==> src/sv/grtr_pkg.sv <==
`default_nettype none
package grtr_pkg;

  localparam int GLYPH_W = 8;
  localparam int GLYPH_H = 16;

  localparam int CFG_IDX_W = 2;
  localparam int CFG_DATA_W = 13;

  localparam logic [CFG_IDX_W-1:0] REG_CANVAS_WIDTH  = 2'd0;
  localparam logic [CFG_IDX_W-1:0] REG_CANVAS_HEIGHT = 2'd1;

  localparam logic [12:0] CANVAS_WIDTH_RESET  = 13'd600;
  localparam logic [12:0] CANVAS_HEIGHT_RESET = 13'd800;

  // character codes used by the classifier and the pattern lookup
  localparam logic [7:0] CH_SPACE   = 8'h20;
  localparam logic [7:0] CH_TILDE   = 8'h7E;
  localparam logic [7:0] CH_LOWER_A = 8'h61;
  localparam logic [7:0] CH_LOWER_Z = 8'h7A;
  localparam logic [7:0] CASE_DELTA = 8'h20;

  localparam logic [6:0] CH_BANG    = 7'h21;
  localparam logic [6:0] CH_PERCENT = 7'h25;
  localparam logic [6:0] CH_LPAREN  = 7'h28;
  localparam logic [6:0] CH_RPAREN  = 7'h29;
  localparam logic [6:0] CH_PLUS    = 7'h2B;
  localparam logic [6:0] CH_COMMA   = 7'h2C;
  localparam logic [6:0] CH_MINUS   = 7'h2D;
  localparam logic [6:0] CH_DOT     = 7'h2E;
  localparam logic [6:0] CH_SLASH   = 7'h2F;
  localparam logic [6:0] CH_DIGIT_0 = 7'h30;
  localparam logic [6:0] CH_DIGIT_9 = 7'h39;
  localparam logic [6:0] CH_COLON   = 7'h3A;
  localparam logic [6:0] CH_QMARK   = 7'h3F;
  localparam logic [6:0] CH_UPPER_A = 7'h41;
  localparam logic [6:0] CH_UPPER_Z = 7'h5A;
  localparam logic [6:0] CH_LBRACK  = 7'h5B;
  localparam logic [6:0] CH_RBRACK  = 7'h5D;
  localparam logic [6:0] CH_UNDER   = 7'h5F;

  localparam logic [4:0] LETTER_ROWS [26][7] = '{
    '{5'd14, 5'd17, 5'd17, 5'd31, 5'd17, 5'd17, 5'd17},
    '{5'd30, 5'd17, 5'd17, 5'd30, 5'd17, 5'd17, 5'd30},
    '{5'd14, 5'd17, 5'd16, 5'd16, 5'd16, 5'd17, 5'd14},
    '{5'd30, 5'd17, 5'd17, 5'd17, 5'd17, 5'd17, 5'd30},
    '{5'd31, 5'd16, 5'd16, 5'd30, 5'd16, 5'd16, 5'd31},
    '{5'd31, 5'd16, 5'd16, 5'd30, 5'd16, 5'd16, 5'd16},
    '{5'd14, 5'd17, 5'd16, 5'd23, 5'd17, 5'd17, 5'd14},
    '{5'd17, 5'd17, 5'd17, 5'd31, 5'd17, 5'd17, 5'd17},
    '{5'd14, 5'd4,  5'd4,  5'd4,  5'd4,  5'd4,  5'd14},
    '{5'd7,  5'd2,  5'd2,  5'd2,  5'd18, 5'd18, 5'd12},
    '{5'd17, 5'd18, 5'd20, 5'd24, 5'd20, 5'd18, 5'd17},
    '{5'd16, 5'd16, 5'd16, 5'd16, 5'd16, 5'd16, 5'd31},
    '{5'd17, 5'd27, 5'd21, 5'd21, 5'd17, 5'd17, 5'd17},
    '{5'd17, 5'd25, 5'd21, 5'd19, 5'd17, 5'd17, 5'd17},
    '{5'd14, 5'd17, 5'd17, 5'd17, 5'd17, 5'd17, 5'd14},
    '{5'd30, 5'd17, 5'd17, 5'd30, 5'd16, 5'd16, 5'd16},
    '{5'd14, 5'd17, 5'd17, 5'd17, 5'd21, 5'd18, 5'd13},
    '{5'd30, 5'd17, 5'd17, 5'd30, 5'd20, 5'd18, 5'd17},
    '{5'd15, 5'd16, 5'd16, 5'd14, 5'd1,  5'd1,  5'd30},
    '{5'd31, 5'd4,  5'd4,  5'd4,  5'd4,  5'd4,  5'd4},
    '{5'd17, 5'd17, 5'd17, 5'd17, 5'd17, 5'd17, 5'd14},
    '{5'd17, 5'd17, 5'd17, 5'd17, 5'd17, 5'd10, 5'd4},
    '{5'd17, 5'd17, 5'd17, 5'd21, 5'd21, 5'd21, 5'd10},
    '{5'd17, 5'd17, 5'd10, 5'd4,  5'd10, 5'd17, 5'd17},
    '{5'd17, 5'd17, 5'd10, 5'd4,  5'd4,  5'd4,  5'd4},
    '{5'd31, 5'd1,  5'd2,  5'd4,  5'd8,  5'd16, 5'd31}
  };

  localparam logic [4:0] DIGIT_ROWS [10][7] = '{
    '{5'd14, 5'd17, 5'd19, 5'd21, 5'd25, 5'd17, 5'd14},
    '{5'd4,  5'd12, 5'd4,  5'd4,  5'd4,  5'd4,  5'd14},
    '{5'd14, 5'd17, 5'd1,  5'd2,  5'd4,  5'd8,  5'd31},
    '{5'd30, 5'd1,  5'd1,  5'd14, 5'd1,  5'd1,  5'd30},
    '{5'd2,  5'd6,  5'd10, 5'd18, 5'd31, 5'd2,  5'd2},
    '{5'd31, 5'd16, 5'd16, 5'd30, 5'd1,  5'd1,  5'd30},
    '{5'd14, 5'd16, 5'd16, 5'd30, 5'd17, 5'd17, 5'd14},
    '{5'd31, 5'd1,  5'd2,  5'd4,  5'd8,  5'd8,  5'd8},
    '{5'd14, 5'd17, 5'd17, 5'd14, 5'd17, 5'd17, 5'd14},
    '{5'd14, 5'd17, 5'd17, 5'd15, 5'd1,  5'd1,  5'd14}
  };

  // one queued character: everything the back end needs for 16 rows
  typedef struct packed {
    logic [11:0] x;
    logic [11:0] top;
    logic [6:0]  ch;
    logic [7:0]  fg;
    logic [7:0]  bg;
  } job_t;

  // ch is already folded to upper case and printable; r is 0..6
  function automatic logic [4:0] glyph_bits(input logic [6:0] ch, input logic [2:0] r);
    logic [6:0] li;
    logic [6:0] di;
    logic [4:0] b;
    li = ch - CH_UPPER_A;
    di = ch - CH_DIGIT_0;
    b = 5'd0;
    if (ch >= CH_UPPER_A && ch <= CH_UPPER_Z) begin
      b = LETTER_ROWS[li[4:0]][r];
    end else if (ch >= CH_DIGIT_0 && ch <= CH_DIGIT_9) begin
      b = DIGIT_ROWS[di[3:0]][r];
    end else begin
      case (ch)
        CH_DOT:     b = (r == 3'd6) ? 5'd4 : 5'd0;
        CH_COMMA:   b = (r == 3'd6) ? 5'd4 : ((r == 3'd5) ? 5'd8 : 5'd0);
        CH_MINUS:   b = (r == 3'd3) ? 5'd14 : 5'd0;
        CH_PLUS:    b = (r == 3'd3) ? 5'd14 :
                        ((r >= 3'd1 && r <= 3'd5) ? 5'd4 : 5'd0);
        CH_UNDER:   b = (r == 3'd6) ? 5'd31 : 5'd0;
        CH_COLON:   b = (r == 3'd2 || r == 3'd5) ? 5'd4 : 5'd0;
        CH_BANG:    b = (r == 3'd6 || r < 3'd5) ? 5'd4 : 5'd0;
        CH_QMARK: begin
          case (r)
            3'd0:    b = 5'd14;
            3'd1:    b = 5'd17;
            3'd2:    b = 5'd1;
            3'd3:    b = 5'd2;
            3'd4:    b = 5'd4;
            3'd6:    b = 5'd4;
            default: b = 5'd0;
          endcase
        end
        CH_LBRACK:  b = (r == 3'd0 || r == 3'd6) ? 5'd14 : 5'd8;
        CH_RBRACK:  b = (r == 3'd0 || r == 3'd6) ? 5'd14 : 5'd2;
        CH_LPAREN:  b = (r == 3'd0 || r == 3'd6) ? 5'd4 : 5'd8;
        CH_RPAREN:  b = (r == 3'd0 || r == 3'd6) ? 5'd4 : 5'd2;
        CH_SLASH:   b = (r < 3'd2) ? 5'd2 : ((r < 3'd5) ? 5'd4 : 5'd8);
        CH_PERCENT: b = (r == 3'd0 || r == 3'd5) ? 5'd10 : 5'd4;
        default:    b = 5'd0;
      endcase
    end
    return b;
  endfunction

endpackage
`default_nettype wire

==> src/sv/grtr_if.sv <==
`default_nettype none
interface grtr_in_if;
  logic        valid;
  logic        ready;
  logic        start_of_string;
  logic [11:0] start_x;
  logic [11:0] start_y;
  logic [7:0]  char_code;
  logic [7:0]  fg;
  logic [7:0]  bg;

  modport source (output valid, start_of_string, start_x, start_y, char_code, fg, bg,
                  input ready);
  modport sink (input valid, start_of_string, start_x, start_y, char_code, fg, bg,
                output ready);
endinterface

interface grtr_out_if;
  logic        valid;
  logic        ready;
  logic [11:0] pixel_x;
  logic [12:0] pixel_y;
  logic [7:0]  pix_0;
  logic [7:0]  pix_1;
  logic [7:0]  pix_2;
  logic [7:0]  pix_3;
  logic [7:0]  pix_4;
  logic [7:0]  pix_5;
  logic [7:0]  pix_6;
  logic [7:0]  pix_7;
  logic [7:0]  write_mask;
  logic        last_row;

  modport source (output valid, pixel_x, pixel_y, pix_0, pix_1, pix_2, pix_3, pix_4,
                  pix_5, pix_6, pix_7, write_mask, last_row,
                  input ready);
  modport sink (input valid, pixel_x, pixel_y, pix_0, pix_1, pix_2, pix_3, pix_4,
                pix_5, pix_6, pix_7, write_mask, last_row,
                output ready);
endinterface

interface grtr_cfg_if;
  logic                          valid;
  logic                          ready;
  logic [grtr_pkg::CFG_IDX_W-1:0]  index;
  logic [grtr_pkg::CFG_DATA_W-1:0] data;

  modport source (output valid, index, data, input ready);
  modport sink (input valid, index, data, output ready);
endinterface
`default_nettype wire

==> src/sv/glyph_row_text_renderer.sv <==
// Glyph row text renderer: draws a string, one character per input transaction,
// as 8x16 cells built from a 5x7 character pattern.
// in_ch: one character per transaction with start_of_string, start_x, start_y,
//   char_code, fg and bg. start_of_string reloads the cursor and resumes a
//   string that hit the right canvas edge.
// out_ch: sixteen transactions per drawn character, one per glyph row, top
//   first; last_row marks the sixteenth. write_mask is zero on rows at or past
//   canvas_height. A character that would cross canvas_width, and the rest of
//   its string, produce no output.
// cfg_ch: register writes (index 0 canvas_width, 1 canvas_height); always ready.
//   Write only while no characters are in flight.
// Throughput: the row emitter sends one row per cycle while out_ch is ready;
//   skipped characters are accepted without entering the queue, when it has room.
// A small job queue sits between the input classifier and the row emitter, so
//   input is taken while rows of earlier characters are still going out.
// When out_ch stalls, the output register holds and the queue fills; in_ch
//   then drops ready until a queue slot frees.
// Reset (rst_n low, synchronous) clears cursor, stop flag, queue and output
//   valid, and loads canvas_width 600 and canvas_height 800.
`default_nettype none
module glyph_row_text_renderer #(
  parameter int QUEUE_DEPTH = 2
) (
  input  wire logic   clk,
  input  wire logic   rst_n,
  grtr_in_if.sink     in_ch,
  grtr_out_if.source  out_ch,
  grtr_cfg_if.sink    cfg_ch
);

  logic [12:0] canvas_width_r;
  logic [12:0] canvas_height_r;

  grtr_pkg::job_t push_job;
  logic           push_valid;
  logic           push_ready;
  grtr_pkg::job_t pop_job;
  logic           pop_valid;
  logic           pop_ready;

  assign cfg_ch.ready = 1'b1;

  always_ff @(posedge clk) begin
    if (!rst_n) begin
      canvas_width_r  <= grtr_pkg::CANVAS_WIDTH_RESET;
      canvas_height_r <= grtr_pkg::CANVAS_HEIGHT_RESET;
    end else if (cfg_ch.valid) begin
      if (cfg_ch.index == grtr_pkg::REG_CANVAS_WIDTH) begin
        canvas_width_r <= cfg_ch.data;
      end
      if (cfg_ch.index == grtr_pkg::REG_CANVAS_HEIGHT) begin
        canvas_height_r <= cfg_ch.data;
      end
    end
  end

  grtr_front u_front (
    .clk          (clk),
    .rst_n        (rst_n),
    .in_ch        (in_ch),
    .canvas_width (canvas_width_r),
    .push_job     (push_job),
    .push_valid   (push_valid),
    .push_ready   (push_ready)
  );

  grtr_queue #(
    .DEPTH (QUEUE_DEPTH)
  ) u_queue (
    .clk      (clk),
    .rst_n    (rst_n),
    .wr_job   (push_job),
    .wr_valid (push_valid),
    .wr_ready (push_ready),
    .rd_job   (pop_job),
    .rd_valid (pop_valid),
    .rd_ready (pop_ready)
  );

  grtr_back u_back (
    .clk           (clk),
    .rst_n         (rst_n),
    .pop_job       (pop_job),
    .pop_valid     (pop_valid),
    .pop_ready     (pop_ready),
    .canvas_height (canvas_height_r),
    .out_ch        (out_ch)
  );

endmodule
`default_nettype wire

==> src/sv/grtr_front.sv <==
`default_nettype none
module grtr_front (
  input  wire logic            clk,
  input  wire logic            rst_n,
  grtr_in_if.sink              in_ch,
  input  wire logic [12:0]     canvas_width,
  output grtr_pkg::job_t       push_job,
  output logic                 push_valid,
  input  wire logic            push_ready
);

  logic [12:0] cursor_x_r, cursor_x_nxt;
  logic [11:0] text_top_r, text_top_nxt;
  logic        stopped_r, stopped_nxt;

  logic [12:0] cur_x;
  logic [11:0] cur_top;
  logic        cur_stop;
  logic [13:0] right_edge;
  logic        fits;
  logic        draw;
  logic        accept;
  logic [7:0]  folded;
  logic [6:0]  norm_ch;

  assign in_ch.ready = push_ready;
  assign accept      = in_ch.valid & push_ready;

  always_comb begin
    cur_x    = in_ch.start_of_string ? {1'b0, in_ch.start_x} : cursor_x_r;
    cur_top  = in_ch.start_of_string ? in_ch.start_y : text_top_r;
    cur_stop = in_ch.start_of_string ? 1'b0 : stopped_r;
    right_edge = {1'b0, cur_x} + 14'(grtr_pkg::GLYPH_W);
    fits = right_edge <= {1'b0, canvas_width};
    draw = ~cur_stop & fits;
  end

  // fold lower case, map non-printable to '?'
  always_comb begin
    folded = in_ch.char_code;
    if (folded >= grtr_pkg::CH_LOWER_A && folded <= grtr_pkg::CH_LOWER_Z) begin
      folded = folded - grtr_pkg::CASE_DELTA;
    end
    if (folded < grtr_pkg::CH_SPACE || folded > grtr_pkg::CH_TILDE) begin
      norm_ch = grtr_pkg::CH_QMARK;
    end else begin
      norm_ch = folded[6:0];
    end
  end

  always_comb begin
    cursor_x_nxt = cursor_x_r;
    text_top_nxt = text_top_r;
    stopped_nxt  = stopped_r;
    if (accept) begin
      cursor_x_nxt = draw ? (cur_x + 13'(grtr_pkg::GLYPH_W)) : cur_x;
      text_top_nxt = cur_top;
      stopped_nxt  = cur_stop | ~fits;
    end
  end

  always_ff @(posedge clk) begin
    if (!rst_n) begin
      cursor_x_r <= '0;
      text_top_r <= '0;
      stopped_r  <= 1'b0;
    end else begin
      cursor_x_r <= cursor_x_nxt;
      text_top_r <= text_top_nxt;
      stopped_r  <= stopped_nxt;
    end
  end

  assign push_valid   = in_ch.valid & draw;
  assign push_job.x   = cur_x[11:0];
  assign push_job.top = cur_top;
  assign push_job.ch  = norm_ch;
  assign push_job.fg  = in_ch.fg;
  assign push_job.bg  = in_ch.bg;

endmodule
`default_nettype wire

==> src/sv/grtr_queue.sv <==
`default_nettype none
module grtr_queue #(
  parameter int DEPTH = 2
) (
  input  wire logic           clk,
  input  wire logic           rst_n,
  input  grtr_pkg::job_t      wr_job,
  input  wire logic           wr_valid,
  output logic                wr_ready,
  output grtr_pkg::job_t      rd_job,
  output logic                rd_valid,
  input  wire logic           rd_ready
);

  localparam int PW = (DEPTH > 1) ? $clog2(DEPTH) : 1;
  localparam int CW = $clog2(DEPTH + 1);

  grtr_pkg::job_t  mem_r [DEPTH];
  logic [PW-1:0]   wr_ptr_r, wr_ptr_nxt;
  logic [PW-1:0]   rd_ptr_r, rd_ptr_nxt;
  logic [CW-1:0]   count_r, count_nxt;
  logic            do_wr, do_rd;

  assign wr_ready = count_r != CW'(DEPTH);
  assign rd_valid = count_r != '0;
  assign rd_job   = mem_r[rd_ptr_r];
  assign do_wr    = wr_valid & wr_ready;
  assign do_rd    = rd_valid & rd_ready;

  always_comb begin
    wr_ptr_nxt = wr_ptr_r;
    rd_ptr_nxt = rd_ptr_r;
    count_nxt  = count_r;
    if (do_wr) begin
      wr_ptr_nxt = (wr_ptr_r == PW'(DEPTH - 1)) ? '0 : wr_ptr_r + 1'b1;
    end
    if (do_rd) begin
      rd_ptr_nxt = (rd_ptr_r == PW'(DEPTH - 1)) ? '0 : rd_ptr_r + 1'b1;
    end
    if (do_wr && !do_rd) begin
      count_nxt = count_r + 1'b1;
    end else if (do_rd && !do_wr) begin
      count_nxt = count_r - 1'b1;
    end
  end

  always_ff @(posedge clk) begin
    if (!rst_n) begin
      wr_ptr_r <= '0;
      rd_ptr_r <= '0;
      count_r  <= '0;
    end else begin
      wr_ptr_r <= wr_ptr_nxt;
      rd_ptr_r <= rd_ptr_nxt;
      count_r  <= count_nxt;
    end
  end

  always_ff @(posedge clk) begin
    if (do_wr) begin
      mem_r[wr_ptr_r] <= wr_job;
    end
  end

endmodule
`default_nettype wire

==> src/sv/grtr_back.sv <==
`default_nettype none
module grtr_back (
  input  wire logic        clk,
  input  wire logic        rst_n,
  input  grtr_pkg::job_t   pop_job,
  input  wire logic        pop_valid,
  output logic             pop_ready,
  input  wire logic [12:0] canvas_height,
  grtr_out_if.source       out_ch
);

  localparam logic [3:0] LAST_ROW_IDX = 4'(grtr_pkg::GLYPH_H - 1);

  grtr_pkg::job_t job_r;
  logic           active_r, active_nxt;
  logic [3:0]     row_r, row_nxt;
  logic           out_valid_r, out_valid_nxt;

  logic [11:0]    x_r;
  logic [12:0]    y_r;
  logic [7:0]     pix_r [8];
  logic [7:0]     mask_r;
  logic           last_r;

  logic           adv;
  logic           emit;
  logic           done_now;
  logic           take;
  logic [3:0]     row_m1;
  logic           blank_row;
  logic [4:0]     pattern;
  logic [7:0]     bits;
  logic [12:0]    y_cur;

  assign adv      = ~out_valid_r | out_ch.ready;
  assign emit     = adv & active_r;
  assign done_now = emit & (row_r == LAST_ROW_IDX);
  assign pop_ready = ~active_r | done_now;
  assign take     = pop_ready & pop_valid;

  always_comb begin
    row_m1    = row_r - 4'd1;
    blank_row = (row_r == 4'd0) || (row_r == LAST_ROW_IDX);
    pattern   = grtr_pkg::glyph_bits(job_r.ch, row_m1[3:1]);
    // pattern bit 4 lands at offset 2, bit 0 at offset 6
    bits      = blank_row ? 8'd0 : {2'b00, pattern, 1'b0};
    y_cur     = {1'b0, job_r.top} + {9'd0, row_r};
  end

  always_comb begin
    active_nxt    = active_r;
    row_nxt       = row_r;
    out_valid_nxt = out_valid_r;
    if (adv) begin
      out_valid_nxt = active_r;
    end
    if (emit) begin
      row_nxt = row_r + 4'd1;
    end
    if (take) begin
      active_nxt = 1'b1;
      row_nxt    = 4'd0;
    end else if (done_now) begin
      active_nxt = 1'b0;
    end
  end

  always_ff @(posedge clk) begin
    if (!rst_n) begin
      active_r    <= 1'b0;
      row_r       <= '0;
      out_valid_r <= 1'b0;
    end else begin
      active_r    <= active_nxt;
      row_r       <= row_nxt;
      out_valid_r <= out_valid_nxt;
    end
  end

  always_ff @(posedge clk) begin
    if (take) begin
      job_r <= pop_job;
    end
    if (emit) begin
      x_r    <= job_r.x;
      y_r    <= y_cur;
      mask_r <= (y_cur < canvas_height) ? 8'hFF : 8'h00;
      last_r <= row_r == LAST_ROW_IDX;
      for (int i = 0; i < 8; i++) begin
        pix_r[i] <= bits[7-i] ? job_r.fg : job_r.bg;
      end
    end
  end

  assign out_ch.valid      = out_valid_r;
  assign out_ch.pixel_x    = x_r;
  assign out_ch.pixel_y    = y_r;
  assign out_ch.pix_0      = pix_r[0];
  assign out_ch.pix_1      = pix_r[1];
  assign out_ch.pix_2      = pix_r[2];
  assign out_ch.pix_3      = pix_r[3];
  assign out_ch.pix_4      = pix_r[4];
  assign out_ch.pix_5      = pix_r[5];
  assign out_ch.pix_6      = pix_r[6];
  assign out_ch.pix_7      = pix_r[7];
  assign out_ch.write_mask = mask_r;
  assign out_ch.last_row   = last_r;

endmodule
`default_nettype wire
==> src/flat_wrapper.sv <==
// flat-port wrapper written by rule: the top's interface ports become plain ports
module glyph_row_text_renderer_flat 
#(
  parameter int QUEUE_DEPTH = 2
)
  (clk, rst_n, in_ch_valid, in_ch_start_of_string, in_ch_start_x, in_ch_start_y, in_ch_char_code, in_ch_fg, in_ch_bg, in_ch_ready, out_ch_valid, out_ch_pixel_x, out_ch_pixel_y, out_ch_pix_0, out_ch_pix_1, out_ch_pix_2, out_ch_pix_3, out_ch_pix_4, out_ch_pix_5, out_ch_pix_6, out_ch_pix_7, out_ch_write_mask, out_ch_last_row, out_ch_ready, cfg_ch_valid, cfg_ch_index, cfg_ch_data, cfg_ch_ready);
  grtr_in_if in_ch_i ();
  grtr_out_if out_ch_i ();
  grtr_cfg_if cfg_ch_i ();
  input  wire logic clk;
  input  wire logic rst_n;
  input wire logic [$bits(in_ch_i.valid)-1:0] in_ch_valid;
  input wire logic [$bits(in_ch_i.start_of_string)-1:0] in_ch_start_of_string;
  input wire logic [$bits(in_ch_i.start_x)-1:0] in_ch_start_x;
  input wire logic [$bits(in_ch_i.start_y)-1:0] in_ch_start_y;
  input wire logic [$bits(in_ch_i.char_code)-1:0] in_ch_char_code;
  input wire logic [$bits(in_ch_i.fg)-1:0] in_ch_fg;
  input wire logic [$bits(in_ch_i.bg)-1:0] in_ch_bg;
  output wire logic [$bits(in_ch_i.ready)-1:0] in_ch_ready;
  output wire logic [$bits(out_ch_i.valid)-1:0] out_ch_valid;
  output wire logic [$bits(out_ch_i.pixel_x)-1:0] out_ch_pixel_x;
  output wire logic [$bits(out_ch_i.pixel_y)-1:0] out_ch_pixel_y;
  output wire logic [$bits(out_ch_i.pix_0)-1:0] out_ch_pix_0;
  output wire logic [$bits(out_ch_i.pix_1)-1:0] out_ch_pix_1;
  output wire logic [$bits(out_ch_i.pix_2)-1:0] out_ch_pix_2;
  output wire logic [$bits(out_ch_i.pix_3)-1:0] out_ch_pix_3;
  output wire logic [$bits(out_ch_i.pix_4)-1:0] out_ch_pix_4;
  output wire logic [$bits(out_ch_i.pix_5)-1:0] out_ch_pix_5;
  output wire logic [$bits(out_ch_i.pix_6)-1:0] out_ch_pix_6;
  output wire logic [$bits(out_ch_i.pix_7)-1:0] out_ch_pix_7;
  output wire logic [$bits(out_ch_i.write_mask)-1:0] out_ch_write_mask;
  output wire logic [$bits(out_ch_i.last_row)-1:0] out_ch_last_row;
  input wire logic [$bits(out_ch_i.ready)-1:0] out_ch_ready;
  input wire logic [$bits(cfg_ch_i.valid)-1:0] cfg_ch_valid;
  input wire logic [$bits(cfg_ch_i.index)-1:0] cfg_ch_index;
  input wire logic [$bits(cfg_ch_i.data)-1:0] cfg_ch_data;
  output wire logic [$bits(cfg_ch_i.ready)-1:0] cfg_ch_ready;
  assign in_ch_i.valid = in_ch_valid;
  assign in_ch_i.start_of_string = in_ch_start_of_string;
  assign in_ch_i.start_x = in_ch_start_x;
  assign in_ch_i.start_y = in_ch_start_y;
  assign in_ch_i.char_code = in_ch_char_code;
  assign in_ch_i.fg = in_ch_fg;
  assign in_ch_i.bg = in_ch_bg;
  assign in_ch_ready = in_ch_i.ready;
  assign out_ch_valid = out_ch_i.valid;
  assign out_ch_pixel_x = out_ch_i.pixel_x;
  assign out_ch_pixel_y = out_ch_i.pixel_y;
  assign out_ch_pix_0 = out_ch_i.pix_0;
  assign out_ch_pix_1 = out_ch_i.pix_1;
  assign out_ch_pix_2 = out_ch_i.pix_2;
  assign out_ch_pix_3 = out_ch_i.pix_3;
  assign out_ch_pix_4 = out_ch_i.pix_4;
  assign out_ch_pix_5 = out_ch_i.pix_5;
  assign out_ch_pix_6 = out_ch_i.pix_6;
  assign out_ch_pix_7 = out_ch_i.pix_7;
  assign out_ch_write_mask = out_ch_i.write_mask;
  assign out_ch_last_row = out_ch_i.last_row;
  assign out_ch_i.ready = out_ch_ready;
  assign cfg_ch_i.valid = cfg_ch_valid;
  assign cfg_ch_i.index = cfg_ch_index;
  assign cfg_ch_i.data = cfg_ch_data;
  assign cfg_ch_ready = cfg_ch_i.ready;
  glyph_row_text_renderer #(.QUEUE_DEPTH(QUEUE_DEPTH)) u_core (.clk(clk), .rst_n(rst_n), .in_ch(in_ch_i), .out_ch(out_ch_i), .cfg_ch(cfg_ch_i));
endmodule
==> config.mk <==
export PLATFORM = sky130hd
export DESIGN_NAME = glyph_row_text_renderer_flat
export DESIGN_NICKNAME = d
export VERILOG_FILES = /design/src/sv/grtr_pkg.sv /design/src/sv/grtr_if.sv /design/src/sv/glyph_row_text_renderer.sv /design/src/sv/grtr_front.sv /design/src/sv/grtr_queue.sv /design/src/sv/grtr_back.sv /design/src/flat_wrapper.sv
export SDC_FILE = /design/constraint.sdc
export NUM_CORES = 1
export LEC_CHECK = 0
export BUFFER_PORTS_ARGS = -buffer_cell sky130_fd_sc_hd__buf_2
export CORE_MARGIN = 10
export CORE_UTILIZATION = 43
export CTS_CLUSTER_SIZE = 14
export DETAILED_ROUTE_END_ITERATION = 16
export SYNTH_ARGS = -nofsm -noshare
export SYNTH_HDL_FRONTEND = slang
export SYNTH_HIERARCHICAL = 1
export SYNTH_SLANG_ARGS = --single-unit
==> constraint.sdc <==
create_clock -name clk -period 13.95 [get_ports clk]
set_input_delay 2.0925 -clock clk [delete_from_list [all_inputs] [get_ports clk]]
set_output_delay 2.0925 -clock clk [all_outputs]
set_load 0.02 [all_outputs]
==> flow_metrics.tcl, run 1 <==
set metrics [dict create \
    required_ps 14110 \
    async_flop_share_pct 0 \
    power_density_nw_per_um2 202 \
    drt_drc_violations_left 0 \
    postCtsSetupRepairBufs 0 \
    place_ws_ps 6510 \
    syn-num-nets 1417 \
    start_util_pct 43.8 \
    routed_wl_um 38600 \
    wl_met2_um 19400 \
    yosysWarningCount 6 \
    finalHoldViolCount 0 \
    chipHeight_um 206 \
    cp_max_fo 47 \
    clk_pin_slew_worst_paths_ps 60 \
    yosysSeqAreaShare_pct 52.3 \
    power.leakage_nw 6.38 \
    finalMaxSlewViolations 0 \
    htreeDepth 1 \
    synth_top_cell_by_area "edfxtp_1" \
    tns_ps 0 \
    grt_antenna_before_repair 0 \
    grt_pass1_wl_um 59400 \
    ant_nets 0 \
    cts_tree "yes" \
    area_delta_synth_final_pct 12.7 \
    worst_ir_drop_vdd_v 0.000114 \
    coreArea_um2 33800 \
    skew_ps 46.6 \
    p_clk_share_pct 23.6 \
    fin_cells 1866 \
    ys_top_cells_by_area "edfxtp_1 (44%), dfxtp_1 (8.5%), mux2_2 (8.1%)" \
    setup_slack_ps 7060 \
    syn-instance-count 1297 \
    top_layer "met4" \
    cap_violations 0 \
    nFillCells 3029 \
    worstPathCellList "buf_2 > mux2_2 > ha_1 > nand4_1 > a22oi_4 > nand2_1 > xnor2_1 > ha_1 > a21o_1 > a211oi_1 > a211o_1 > and3_1 > and2_1 > nand3b_1 > inv_2" \
    drt_iter0_markers 895 \
    fmax_ghz 0.145 \
    pwr-share-seq_pct 38.0 \
    setup_viol 0 \
    ff2ff_setup_slack_ps 8940 \
    rsz0062_at_grt "false" \
    p_int_mw 2.08 \
    grt_max_degree 80 \
    drt-met1-wl_um 16100 \
    arrival_ps 7040 \
    dr.pass1.iters 5 \
    wl_met3_um 2230 \
    startpoint_type "primary input" \
    placed_cells_incl_taps 1810 \
    vias 10500 \
    placement.io_buffers 168 \
    numClockSinks 279 \
    max_slew_margin_pct 25.9 \
    die_w_um 206 \
    avgSynthCellArea_um2 11.4 \
    synthTopCellsByCount "edfxtp_1 (216), mux2_2 (106), nand2_1 (95)" \
    die_area_um2 42300 \
    max_stage_delay_ps 790 \
    cts_root_buffer "clkbuf_16" \
    end_kind "register" \
    layout.nets 1514 \
    insertedDiodeCount 0 \
    io_pins 170 \
    rows 67 \
    post_cts.resized_instances 0 \
    cts-buffers-inserted 30 \
    finalCritPeriodShare_pct 49.4 \
    drive_gt1_share_pct 26.5 \
    ys_ff_latch 279 \
    clk_path_buf_depth 3 \
    layout_min_cycle_time_ps 6890 \
    pwr-share-comb_pct 38.4 \
    crit_type "primary input to register" \
    swShare_pct 38.3 \
    synth_most_common_cell "edfxtp_1" \
    ys.flop_type "edfxtp_1" \
    status "completed" \
    wl_per_cell_um 20.7 \
    insertion_delay_ps 580 \
    slowest_stage "inv_2" \
    hp-class "register to register" \
    p_sw_mw 1.29 \
    hold_buffers 0 \
    synth_edf_count 216 \
    gp_congestion 0.949 \
    hpwl_um 26800 \
    syn_area_um2 14800 \
    grt_pass1_vias 10200 \
    vias_per_cell 5.61 \
    worst_pin_slew_ps 1100 \
    gr-total-overflow 0 \
    crit_top_cell "ha_1" \
    synth_top_area_share_pct 43.8 \
    synth.distinct_cells 89 \
    grt_use_total_pct 17.6 \
]
final cells by class:
class	count	area, um2	area share [%]
inverter	59	221	1.33
tap	448	561	3.36
timing repair buffer	186	976	5.85
sequential	279	7750	46.4
clock buffer	35	779	4.67
multi-input combinational	838	6180	37.0
clock inverter	21	228	1.36
registers in the layout (all words and copies together) (netlist names), 2 cells and up, named ones only:
register,count
u_core/u_queue/mem_r,94
u_core/u_back/job_r,47
u_core/canvas_width_r,13
u_core/u_back/row_r,4
u_core/u_back/pix_r,48
u_core/u_queue/count_r,2
u_core/u_front/cursor_x_r,13
u_core/u_back/out_ch.pixel_x,12
u_core/canvas_height_r,13
u_core/u_back/out_ch.pixel_y,13
u_core/u_front/text_top_r,12
metal layers:
metal / vias to the layer above / global-route usage [%]
li1: 4968 / -
met1: 5072 / 22.3
met2: 364 / 30.4
met3: 65 / 2.97
met4: 0 / 4.78
met5: - / 0
stage by stage:
step	instance area [um2]	util, %	hold WS (ps)	total power [mW]
final	16700	49.4	413	3.37
after global routing	16700	49.4	432	3.56
after CTS	16700	49.4	416	3.38
after detailed placement	15700	46.4	405	2.58
after global placement	15700	46.4	406	2.57
after floorplan	14800	-	400	2.21
placed cells by master (no fill, tap or decap), types with 39 or more instances in the layout:
cell type  netlist  layout
nand2_1         95      95
mux2i_1         39      39
a21oi_1         52      52
mux2_2         106     106
inv_1           57      56
edfxtp_1       216     216
ha_1            50      50
dfxtp_1         63      62
buf_2           15     168
nor2_1          75      75
o21ai_0         48      48
power by group through the flow:
stage               Clock (mW)  Sequential, mW  Combinational [mW]
finish                   0.794            1.28                1.29
global route             0.848            1.30                1.40
floorplan                    0            1.34               0.868
CTS                      0.814            1.28                1.29
global placement             0            1.29                1.28
detailed placement           0            1.30                1.28
cell families after synthesis:
family / after synthesis / synth area share, %
xor gates and xnor gates: 30 / 1.77
adders and majority gates: 51 / 4.36
other: 1 / 0.0253
buffers and inverters: 180 / 6.11
and+or+nand+nor: 352 / 12.5
DFF: 279 / 52.3
AOI/OAI and AO/OA: 258 / 12.1
muxes: 146 / 10.8
worst max-delay path, delay by kind of cell:
family | cells | cell delay (ps)
buffers and inverters | 2 | 1400
adder cells (fa/ha/maj) | 2 | 640
AND/OR/NAND/NOR | 5 | 1400
multiplexers | 1 | 360
XOR/XNOR | 1 | 150
AO/OA/AOI/OAI | 4 | 940
worst paths after layout:
check	end	start	cells after the start
setup reg to reg	u_core/u_queue/mem_r[0][11]	u_core/u_front/cursor_x_r[3]	14
setup / recovery	u_core/u_queue/mem_r[0][11]	in_ch_start_of_string	15
hold reg to reg	u_core/u_back/out_ch.pixel_x[6]	u_core/u_back/job_r[41]	0
hold / removal	u_core/u_back/out_ch.pixel_x[6]	u_core/u_back/job_r[41]	0
Power figures use the tool's default switching activity.
==> run 2, diff against run 1 <==
clock period = 7.1 ns   (was 13.95 ns; I/O delays follow)
==> run 2 against run 1 <==
- routed wire length shrank 1.8%
- register-to-register slack lost 6900 ps
- clock power grew 110%
- cell count grew 0.11%
- largest cell class unchanged
==> flow_metrics.tcl, run 2 (same netlist as run 1, synthesis figures left out) <==
set metrics [dict create \
    status "completed" \
    startpoint_type "register" \
    wl_per_cell_um 20.3 \
    regArea_um2 7750 \
    hold_depth 0 \
    cts_root_buffer "clkbuf_16" \
    gp_congestion 0.934 \
    power_density_nw_per_um2 400 \
    crit_type "register to register" \
    gr-total-overflow 0 \
    grt_pass1_vias 10200 \
    finalMaxSlewViolations 0 \
    hold_buffers 0 \
    fmax_ghz 0.197 \
    nFillCells 3060 \
    vias_per_cell 5.61 \
    grt_antenna_before_repair 0 \
    reg_top3 "u_core/u_queue/mem_r x94, u_core/u_back/pix_r x48, u_core/u_back/job_r x47" \
    rsz0062_at_grt "false" \
    vias 10500 \
    post_cts.resized_instances 0 \
    power.leakage_nw 6.41 \
    regMostFlops "u_core/u_queue/mem_r" \
    largest_reg_flops 94 \
    reg2reg_from "u_core/u_back/job_r[16]" \
    arrival_ps 5380 \
    die_w_um 206 \
    insertedDiodeCount 0 \
    setup_slack_ps 2030 \
    dr.pass1.iters 5 \
    start_util_pct 43.8 \
    end_kind "register" \
    cts-buffers-inserted 31 \
    final_cell_mix "edfxtp_1 (216), buf_2 (168), mux2_2 (106)" \
    grt_max_degree 80 \
    fin_cells 1868 \
    hp-class "register to register" \
    r2r_cells 11 \
    finalCritPeriodShare_pct 71.4 \
    worst_ir_drop_vdd_v 0.000215 \
    cts_tree "yes" \
    clk_pin_slew_worst_paths_ps 60 \
    multi_input_area_um2 6180 \
    cap_violations 0 \
    worst_pin_slew_ps 1100 \
    cp_max_fo 30 \
    drt_iter0_markers 904 \
    place_area_um2 15700 \
    hold_path_startpoint "u_core/u_back/job_r[39]" \
    die_area_um2 42300 \
    max_slew_margin_pct 26.6 \
    rows 67 \
    setup_viol 0 \
    hpwl_um 26400 \
    layout.nets 1515 \
    finalHoldViolCount 0 \
    postCtsSetupRepairBufs 0 \
    numClockSinks 279 \
    area_delta_synth_final_pct 13.2 \
    htreeDepth 1 \
    layout_min_cycle_time_ps 5070 \
    drive_gt1_share_pct 26.1 \
    final_common_cell "edfxtp_1" \
    min_to "u_core/u_back/out_ch.pixel_x[4]" \
    ant_nets 0 \
    required_ps 7410 \
    coreArea_um2 33800 \
    grt_pass1_wl_um 58300 \
    fin_total_pwr_mw 6.71 \
    place_ws_ps 1670 \
    insertion_delay_ps 560 \
    grt_use_total_pct 17.3 \
    drt_drc_violations_left 0 \
    io_pins 170 \
    placed_cells_incl_taps 1810 \
    clk_path_buf_depth 3 \
    routed_wl_um 37900 \
    final_core_utilization_pct 49.6 \
    ff2ff_setup_slack_ps 2030 \
    chipHeight_um 206 \
    r2r_end "u_core/u_back/pix_r[1][12]" \
    tns_ps 0 \
    placement.io_buffers 168 \
    hold_slack_ps 423 \
    skew_ps 12.5 \
    fin_area_um2 16800 \
]
==> run 2: changes by cell type in the layout (fill, tap and decap cells not counted), moves of 2 or more <==
cell       delta
buf_12        +2
buf_4         -2
bufinv_16     +2
clkbuf_1      +3
clkinv_1      +4
clkinv_2      -5
clkinv_4      -3
==> run 2: critical path: stages (launching register included) <==
cell and delay, ps:
edfxtp_1 990, inv_1 280, ha_1 280, buf_4 200, ha_1 930, nand2b_1 190
a21oi_1 80, o31ai_1 360, a31oi_1 160, a211o_1 330, a311oi_4 610, mux2_2 400
==> run 2: final cells by class <==
class                      instances  area share [%]
multi-input combinational        838            36.8
clock inverter                    18            1.40
timing repair buffer             186            5.97
tap                              448            3.34
clock buffer                      40            4.95
sequential                       279            46.2
inverter                          59            1.32
==> run 2: per-layer routing <==
metal / routed length, um / share of wire (%) / global-route usage, %
met1: 15900 / 42 / 22.5
met2: 18500 / 49 / 28.8
met3: 2490 / 6.6 / 2.97
met4: 993 / 2.6 / 5.51
met5: 0 / 0 / 0
==> run 2: power by group <==
part           leakage, nW  total [mW]  internal (mW)  switching [mW]
sequential            2.52        2.52           2.30           0.224
combinational         3.37        2.53          0.886            1.64
clock                0.517        1.65           1.01           0.646
==> run 2: worst max path at each step <==
stage | startpoint | to | slack (ps)
after global placement | in_ch_start_of_string | u_core/u_queue/count_r[1] | 1760
after detailed placement | in_ch_start_of_string | u_core/u_queue/count_r[1] | 1670
after global routing | u_core/u_back/job_r[16] | u_core/u_back/pix_r[0][19] | 1760
after CTS | u_core/u_back/job_r[16] | u_core/u_back/pix_r[1][12] | 2150
final | u_core/u_back/job_r[16] | u_core/u_back/pix_r[1][12] | 2030
after floorplan | in_ch_start_of_string | u_core/u_queue/mem_r[1][0] | 1120
==> run 3, diff against run 2 <==
clock period = 4.1 ns   (was 7.1 ns; I/O delays follow)
==> run 3 against run 2 <==
- sequential share of layout area is 0.91 points lower
- total power is 75% higher
- first-iteration DRC count is 19% lower
- register-to-register slack worse by 1700 ps
- sequential power is 73% higher
- sequential cell count stayed put
- maximum frequency is 34% higher
- die area stayed put
- combinational power is 84% higher
- largest power group unchanged
- highest routed layer unchanged
==> flow_metrics.tcl, run 3 (same netlist as run 1, synthesis figures left out) <==
set metrics [dict create \
    min_to "u_core/u_queue/mem_r[1][6]" \
    grt_pass1_vias 10500 \
    io_pins 170 \
    insertion_delay_ps 570 \
    cts_root_buffer "clkbuf_16" \
    dr.pass1.iters 5 \
    place_ws_ps 71.2 \
    postCtsSetupRepairBufs 0 \
    post_cts.resized_instances 0 \
    hpwl_um 28500 \
    finalMaxSlewViolations 0 \
    hold_path_startpoint "in_ch_bg[6]" \
    routed_wl_um 39400 \
    vias_per_cell 5.57 \
    max_stage_delay_ps 540 \
    startpoint_type "register" \
    pwr-share-seq_pct 37.3 \
    fin_cells 1908 \
    wl_per_cell_um 20.7 \
    finalCritPeriodShare_pct 92.4 \
    die_w_um 206 \
    nFillCells 3024 \
    start_util_pct 43.8 \
    drt_drc_violations_left 0 \
    rows 67 \
    skew_ps 23.1 \
    slowest_stage "dfxtp_1" \
    gp_congestion 0.976 \
    final_cell_mix "edfxtp_1 (216), buf_2 (168), mux2_2 (105)" \
    placed_cells_incl_taps 1852 \
    worst_ir_drop_vdd_v 0.000373 \
    clk_path_buf_depth 3 \
    ant_nets 0 \
    p_int_mw 7.26 \
    required_ps 4410 \
    hold_slack_ps 238 \
    area_delta_synth_final_pct 15.5 \
    hold_depth 1 \
    grt_use_total_pct 18.0 \
    cp_max_fo 12 \
    largest_reg_flops 94 \
    pwr-share-comb_pct 39.7 \
    p_sw_mw 4.46 \
    crit_type "register to register" \
    max_slew_margin_pct 28.0 \
    final_common_cell "edfxtp_1" \
    numClockSinks 279 \
    die_area_um2 42300 \
    critical_path_depth 10 \
    p_clk_share_pct 23.0 \
    htreeDepth 1 \
    ff2ff_setup_slack_ps 310 \
    grt_max_degree 80 \
    grt_pass1_wl_um 60500 \
    hold_buffers 0 \
    coreArea_um2 33800 \
    drive_gt1_share_pct 28.7 \
    rsz0062_at_grt "false" \
    reg_top3 "u_core/u_queue/mem_r x94, u_core/u_back/pix_r x48, u_core/u_back/job_r x47" \
    drt_iter0_markers 735 \
    regArea_um2 7750 \
    fin_total_pwr_mw 11.7 \
    cts-buffers-inserted 30 \
    power_density_nw_per_um2 685 \
    multi_input_area_um2 6210 \
    setup_slack_ps 312 \
    finalHoldViolCount 0 \
    power.leakage_nw 6.61 \
    regMostFlops "u_core/u_queue/mem_r" \
    swShare_pct 38.1 \
    hp-class "primary input to register" \
    chipHeight_um 206 \
    crit_top_cell "inv_1" \
    layout_min_cycle_time_ps 3790 \
    insertedDiodeCount 0 \
    gr-total-overflow 0 \
    worstPathCellList "inv_1 > ha_1 > inv_1 > o22ai_1 > nand3_1 > nand4_1 > a311oi_1 > a311oi_4 > buf_4 > mux2_2" \
    r2r_end "u_core/u_back/pix_r[1][9]" \
    reg2reg_from "u_core/u_back/row_r[0]" \
    crit_family "compound AO/OA/AOI/OAI gates" \
    grt_antenna_before_repair 0 \
    path_buf_inv 3 \
    cap_violations 0 \
    worst_pin_slew_ps 1070 \
    layout.nets 1556 \
    fmax_ghz 0.264 \
    status "completed" \
    arrival_ps 4090 \
    placement.io_buffers 168 \
    vias 10600 \
    clk_pin_slew_worst_paths_ps 60 \
    cts_tree "yes" \
    end_kind "register" \
    r2r_cells 10 \
    setup_viol 0 \
]
==> run 3: cell types whose count changed in the layout (fill, tap and decap cells not counted), moves of 2 or more <==
cell / change
bufinv_16: -3
clkinv_2: +2
clkbuf_8: +3
buf_12: +3
nand2_1: -2
buf_4: +39
clkinv_1: -4
inv_6: +2
==> run 3: through the flow <==
step                      area (um2)  utilization, %  TNS, ps
after floorplan                14900               -   -41790
after global placement         16100            47.7        0
after detailed placement       16100            47.7        0
after CTS                      17100            50.6        0
after global routing           17100            50.6        0
final                          17100            50.6        0
==> run 3: worst max path at each step <==
stage	from	end	slack [ps]
6_report	u_core/u_back/row_r[0]	u_core/u_back/pix_r[1][9]	310
5_1_grt	u_core/u_back/row_r[1]	u_core/u_back/pix_r[1][9]	180
4_1_cts	u_core/u_back/row_r[0]	u_core/u_back/pix_r[1][9]	360
3_5_place_dp	in_ch_start_of_string	u_core/u_queue/count_r[1]	70
3_3_place_gp	in_ch_start_of_string	u_core/u_queue/count_r[1]	120
2_1_floorplan	in_ch_start_of_string	u_core/u_queue/mem_r[0][0]	-460
==> run 3: final cells by class <==
cell class	count	area share, %
clock inverter	14	0.929
inverter	59	1.32
sequential	279	45.3
tap	448	3.28
timing repair buffer	228	7.91
clock buffer	42	4.94
multi-input combinational	838	36.3
==> run 3: worst register-to-register path, stage by stage (launching register included) <==
cell      delay [ps]
dfxtp_1          540
inv_1             90
ha_1             530
inv_1            360
o22ai_1          530
nand3_1          230
nand4_1          180
a311oi_1         110
a311oi_4         370
buf_4            260
mux2_2           360
==> run 3: per-layer routing <==
metal	routed length, um	vias up	GRT usage (%)
met5	0	-	0
met4	1240	0	6.43
met3	2380	89	2.83
met2	18900	376	29.6
met1	16900	5109	23.6
li1	-	5058	-
==> run 3: power groups by stage <==
stage          logic, mW  clock network (mW)  registers (mW)
6_report            4.66                2.69            4.37
5_1_grt             5.04                2.87            4.45
4_1_cts             4.63                2.76            4.38
3_5_place_dp        4.61                   0            4.43
3_3_place_gp        4.63                   0            4.42
2_1_floorplan       2.99                   0            4.57
